--- src/rtl/core/cau_pkg.sv ---
// Shared types, codes and a helper function for the complex arithmetic unit.
package cau_pkg;

  localparam int FIELD_W          = 32;
  localparam int DEF_FRAC_BITS    = 16;
  localparam int DEF_DATA_WIDTH   = 32;
  localparam int SAT_W            = 96;

  localparam logic [1:0] OP_ADD = 2'd0;
  localparam logic [1:0] OP_SUB = 2'd1;
  localparam logic [1:0] OP_MUL = 2'd2;
  localparam logic [1:0] OP_DIV = 2'd3;

  localparam logic [1:0] STATUS_OK   = 2'd0;
  localparam logic [1:0] STATUS_DIV0 = 2'd1;
  localparam logic [1:0] STATUS_SAT  = 2'd2;

  typedef struct packed {
    logic [1:0]                req_type;
    logic signed [FIELD_W-1:0] first_re;
    logic signed [FIELD_W-1:0] first_im;
    logic signed [FIELD_W-1:0] second_re;
    logic signed [FIELD_W-1:0] second_im;
  } in_item_t;

  typedef struct packed {
    logic signed [FIELD_W-1:0] result_re;
    logic signed [FIELD_W-1:0] result_im;
    logic [1:0]                status;
  } out_item_t;

  // Control flags that travel down the pipeline with each beat.
  typedef struct packed {
    logic valid;
    logic is_div;
    logic zero;
    logic neg_re;
    logic neg_im;
    logic sat;
  } ctl_t;

  // Saturates a sign-magnitude value to dw-bit two's complement.
  // Bit 32 of the return value is the saturation flag, bits above dw are zero.
  function automatic logic [FIELD_W:0] sat_mag(input logic neg,
                                               input logic [SAT_W-1:0] mag,
                                               input int unsigned dw);
    logic [SAT_W-1:0] lim;
    logic [SAT_W-1:0] val;
    logic [SAT_W-1:0] mask;
    logic             flag;
    lim  = SAT_W'(1) << (dw - 1);
    mask = (SAT_W'(1) << dw) - SAT_W'(1);
    flag = 1'b0;
    if (neg) begin
      if (mag > lim) begin
        flag = 1'b1;
        val  = lim;
      end else begin
        val = mag;
      end
      val = SAT_W'(0) - val;
    end else begin
      if (mag > lim - SAT_W'(1)) begin
        flag = 1'b1;
        val  = lim - SAT_W'(1);
      end else begin
        val = mag;
      end
    end
    val = val & mask;
    return {flag, val[FIELD_W-1:0]};
  endfunction

endpackage

--- src/rtl/core/cau_out.sv ---
// Output stage: quotient saturation, status and the result register.
module cau_out #(
  parameter int DW = cau_pkg::DEF_DATA_WIDTH
) (
  input  logic               clk,
  input  logic               rst_n,
  input  cau_pkg::ctl_t      ctl,
  input  logic [DW-1:0]      q_re,
  input  logic [DW-1:0]      q_im,
  input  logic               ovf_re,
  input  logic               ovf_im,
  input  logic [DW-1:0]      res_re,
  input  logic [DW-1:0]      res_im,
  output logic               out_valid,
  output cau_pkg::out_item_t out_data
);

  logic [DW-1:0]             qv_re, qv_im;
  logic [cau_pkg::FIELD_W:0] sat_re, sat_im;
  cau_pkg::out_item_t        data_nxt, data_r;
  logic                      valid_r;

  always_comb begin
    qv_re  = ovf_re ? '1 : q_re;
    qv_im  = ovf_im ? '1 : q_im;
    sat_re = cau_pkg::sat_mag(ctl.neg_re, cau_pkg::SAT_W'(qv_re), DW);
    sat_im = cau_pkg::sat_mag(ctl.neg_im, cau_pkg::SAT_W'(qv_im), DW);
    if (ctl.is_div && ctl.zero) begin
      data_nxt.result_re = '0;
      data_nxt.result_im = '0;
      data_nxt.status    = cau_pkg::STATUS_DIV0;
    end else if (ctl.is_div) begin
      data_nxt.result_re = sat_re[cau_pkg::FIELD_W-1:0];
      data_nxt.result_im = sat_im[cau_pkg::FIELD_W-1:0];
      data_nxt.status    = (sat_re[cau_pkg::FIELD_W] | sat_im[cau_pkg::FIELD_W]) ?
                           cau_pkg::STATUS_SAT : cau_pkg::STATUS_OK;
    end else begin
      data_nxt.result_re = cau_pkg::FIELD_W'(res_re);
      data_nxt.result_im = cau_pkg::FIELD_W'(res_im);
      data_nxt.status    = ctl.sat ? cau_pkg::STATUS_SAT : cau_pkg::STATUS_OK;
    end
  end

  always_ff @(posedge clk) begin
    if (!rst_n) begin
      valid_r <= 1'b0;
    end else begin
      valid_r <= ctl.valid;
    end
    data_r <= data_nxt;
  end

  assign out_valid = valid_r;
  assign out_data  = data_r;

endmodule

--- config.mk ---
export PLATFORM = sky130hd
export DESIGN_NAME = cau_out
export DESIGN_NICKNAME = d
export VERILOG_FILES = /design/src/rtl/core/cau_pkg.sv /design/src/rtl/core/cau_out.sv
export SDC_FILE = /design/constraint.sdc
export NUM_CORES = 1
export LEC_CHECK = 0
export BUFFER_PORTS_ARGS = -buffer_cell sky130_fd_sc_hd__buf_2
export CAP_MARGIN = 10
export CORE_MARGIN = 3
export CORE_UTILIZATION = 50
export CTS_CLUSTER_SIZE = 20
export DETAILED_ROUTE_END_ITERATION = 8
export PLACE_DENSITY = 0.81
export SLEW_MARGIN = 40
export SYNTH_ARGS = -nofsm -noshare
export SYNTH_HDL_FRONTEND = slang
export SYNTH_SLANG_ARGS = --single-unit
export TNS_END_PERCENT = 100
--- constraint.sdc ---
create_clock -name clk -period 4.8 [get_ports clk]
set_input_delay 0.96 -clock clk [delete_from_list [all_inputs] [get_ports clk]]
set_output_delay 0.96 -clock clk [all_outputs]
set_load 0.03 [all_outputs]
==> metrics.cfg <==
[layout]
n_fill_cell = 925
mostFrequentLayoutCells = 203 x sky130_fd_sc_hd__buf_2, 92 x sky130_fd_sc_hd__nor2_1, 77 x sky130_fd_sc_hd__o21ai_0
layout.nets = 1049
most_common_library_cell_in_the_layout_ignoring_fill_and_taps = sky130_fd_sc_hd__buf_2
final_layout_size_suffix_gt1_share_pct = 29.0
final-seq-area_mm2 = 0.00134
area_delta_synth_final_pct = 26.8
multiInputGateArea_mm2 = 0.00349
insertedDiodeCount = 0
post_layout_nonfiller_instances = 1047

[global_route]
met3_usage_pct = 8.43
first_global_vias = 6100
grt_util_met2_pct = 50.2
total_global_routing_track_utilization_pct = 34.9
grt_use_met1_pct = 49.5
gr-total-overflow = 0
global_route.peak_usage_layer = met2
grt_antenna_before_repair = 0
grt_start_max_net_pins = 54
first_pass_grt_wire_length_um = 31600

[critical_path]
crit_slowest_cell = sky130_fd_sc_hd__nor4b_1
max_stage_delay_ps = 620
cp.buffers_inverters = 1
critPathRequiredTime_ps = 5100
crit_path_start_kind = input port
timing.critical_path.cells = buf_2, nor3_1, nand4_1, or4_1, nand2_2, o21ai_0, ha_1, nor4b_1, nand3_1, nor4b_1, nand4_1, mux2_2, a31oi_1
crit_path_end_kind = flip-flop
setup.worst_path.class = in -> reg
worstPathArrival_ps = 4420
critical_path_peak_fanout = 28
crit_family = simple AND/OR/NAND/NOR gates

[detailed_routing]
drc = 0
detail_route.wl_per_cell_um = 19.8
firstDrtPassIters = 5
drt-total-wl_um = 20700
drt_first_iter_violations = 897
final_antenna_net_count = 0
route.vias.total = 6837
number_of_vias_per_cell = 6.53

[floorplanning]
pin_count = 205
coreArea_mm2 = 0.00982
die_area_mm2 = 0.0114
rows = 36
start_util_pct = 51.8
die_w_um = 107
die_height_um = 107

[synth]
synth.yosys.seq_area_share_pct = 26.4
synth.distinct_cells = 71
yosys_register_bits = 67
synth_fp_nets = 868
synth_edf_count = 0
postSynthAreaPerCell_um2 = 6.98
asyncSetResetFlopFracSynth_pct = 0
synth_warnings = 0
synth_cells = 728
primary_ff_master_synth = sky130_fd_sc_hd__dfxtp_1
syn-cell-area_mm2 = 0.00508

[clock_network]
numCtsBuffers = 9
number_of_levels_the_h_tree_was_split_into = 3
cts-root-to-sink-buffers = 2
clkSinkCount = 67
ctsResizeCount = 0
holdBufCountCts = 0
postCtsSetupRepairBufs = 0
clk_pin_slew_worst_paths_ps = 80
root_buffer = sky130_fd_sc_hd__clkbuf_8
tritoncts = yes

[sta]
finalWorstPathRequiredPeriod_ps = 4120
setup_total_negative_slack_ps = 0
report.final.slew_viol_count = 0
max-slew-margin-rel_pct = 45.4
finalHoldViolCount = 0
worst-slew-pin-transition_ps = 820
fmax_mhz = 243
grt_setup_unrepaired = false
setup_viol_count_final = 0
timing.final.crit_share_pct = 85.9

[placed_design]
placed_instances = 1031
placement.io_buffers = 204
gp_congestion = 1.02
detailed_place_hpwl_um = 15500

[power_and_ir_drop]
cellPowerDensity_mw_per_mm2 = 267
power.leakage_nw = 2.68
report.power.total_mw = 1.72
power.ir.vdd_worst_uv = 167

[status]
outcome = completed

[flow_run]
drv.max_cap_violation_count = 0

[hold_path]
worst_hold_path_type = in -> reg

## final cells by class
cell class / count / area share [%]
Clock buffer: 9 / 1.92
Clock inverter: 7 / 1.55
Inverter: 16 / 0.932
Multi-Input combinational cell: 592 / 54.1
Sequential cell: 67 / 20.8
Tap cell: 133 / 2.58
Timing Repair Buffer: 223 / 18.1
## path summary, 6_finish.rpt
| path | start | to | cells past startpoint |
|---|---|---|---|
| hold / removal | ctl[5] | out_valid$_SDFF_PN0_ | 2 |
| setup / recovery | ovf_re | out_data[64]$_SDFF_PP0_ | 13 |
## layer usage
layer / vias to the layer above / part of all wire [%]
met5: - / 0
met4: 0 / 3.3
met3: 53 / 13
met2: 530 / 43
met1: 3092 / 41
li1: 3162 / -
## where the power goes
part / total (mW) / leakage, nW / switching, mW / internal [mW]
sequential: 0.624 / 0.564 / 0.0145 / 0.610
combinational: 0.544 / 2.01 / 0.371 / 0.173
clock: 0.554 / 0.102 / 0.259 / 0.295
## through the flow
| step | utilization (%) | area, µm² | setup slack, ps | hold WS [ps] |
|---|---|---|---|---|
| floorplan | - | 5080 | 727 | 1070 |
| global placement | 63.1 | 6200 | 534 | 1160 |
| detailed placement | 63.2 | 6210 | 489 | 1170 |
| CTS | 65.5 | 6430 | 838 | 782 |
| global route | 65.6 | 6440 | 506 | 794 |
| finish | 65.6 | 6440 | 678 | 784 |
## sequential cells by signal, summed over array words and instances (netlist names)
register	flops
out_data	66
out_valid	1
## Yosys cell counts (5+ instances only)
cell,number,area [µm²]
sky130_fd_sc_hd__a21oi_1,47,235
sky130_fd_sc_hd__and3_1,7,43.8
sky130_fd_sc_hd__clkbuf_1,43,161
sky130_fd_sc_hd__a21o_1,7,52.6
sky130_fd_sc_hd__nor3_1,45,225
sky130_fd_sc_hd__a31oi_1,8,50.1
sky130_fd_sc_hd__o31ai_1,5,37.5
sky130_fd_sc_hd__a2111oi_0,7,61.3
sky130_fd_sc_hd__nand4_1,14,87.6
sky130_fd_sc_hd__o21ai_0,77,385
sky130_fd_sc_hd__or3_1,6,37.5
sky130_fd_sc_hd__nand2_1,61,229
sky130_fd_sc_hd__nand3_1,21,105
sky130_fd_sc_hd__or4_1,7,52.6
sky130_fd_sc_hd__nor4_1,30,188
sky130_fd_sc_hd__inv_1,15,56.3
sky130_fd_sc_hd__a32o_1,7,70.1
sky130_fd_sc_hd__or2_2,5,31.3
sky130_fd_sc_hd__nor2b_1,6,37.5
sky130_fd_sc_hd__dfxtp_1,67,1340
sky130_fd_sc_hd__mux2i_1,8,80.1
sky130_fd_sc_hd__nor2_1,95,357
sky130_fd_sc_hd__nor4b_1,5,43.8
sky130_fd_sc_hd__o22ai_1,8,50.1
sky130_fd_sc_hd__and2_1,5,31.3
sky130_fd_sc_hd__a211oi_1,16,120
sky130_fd_sc_hd__a22oi_1,5,37.5
sky130_fd_sc_hd__o211ai_1,9,67.6
## kinds of logic after synthesis
family	Yosys count	synth area share [%]
flip-flops	67	26.4
AO/OA/AOI/OAI	249	32.3
AND/OR/NAND/NOR	332	33.6
adder cells (fa/ha/maj)	2	0.492
buffers and inverters	69	5.37
multiplexers	9	1.80
Note: power is estimated with default switching activity, not from simulation.
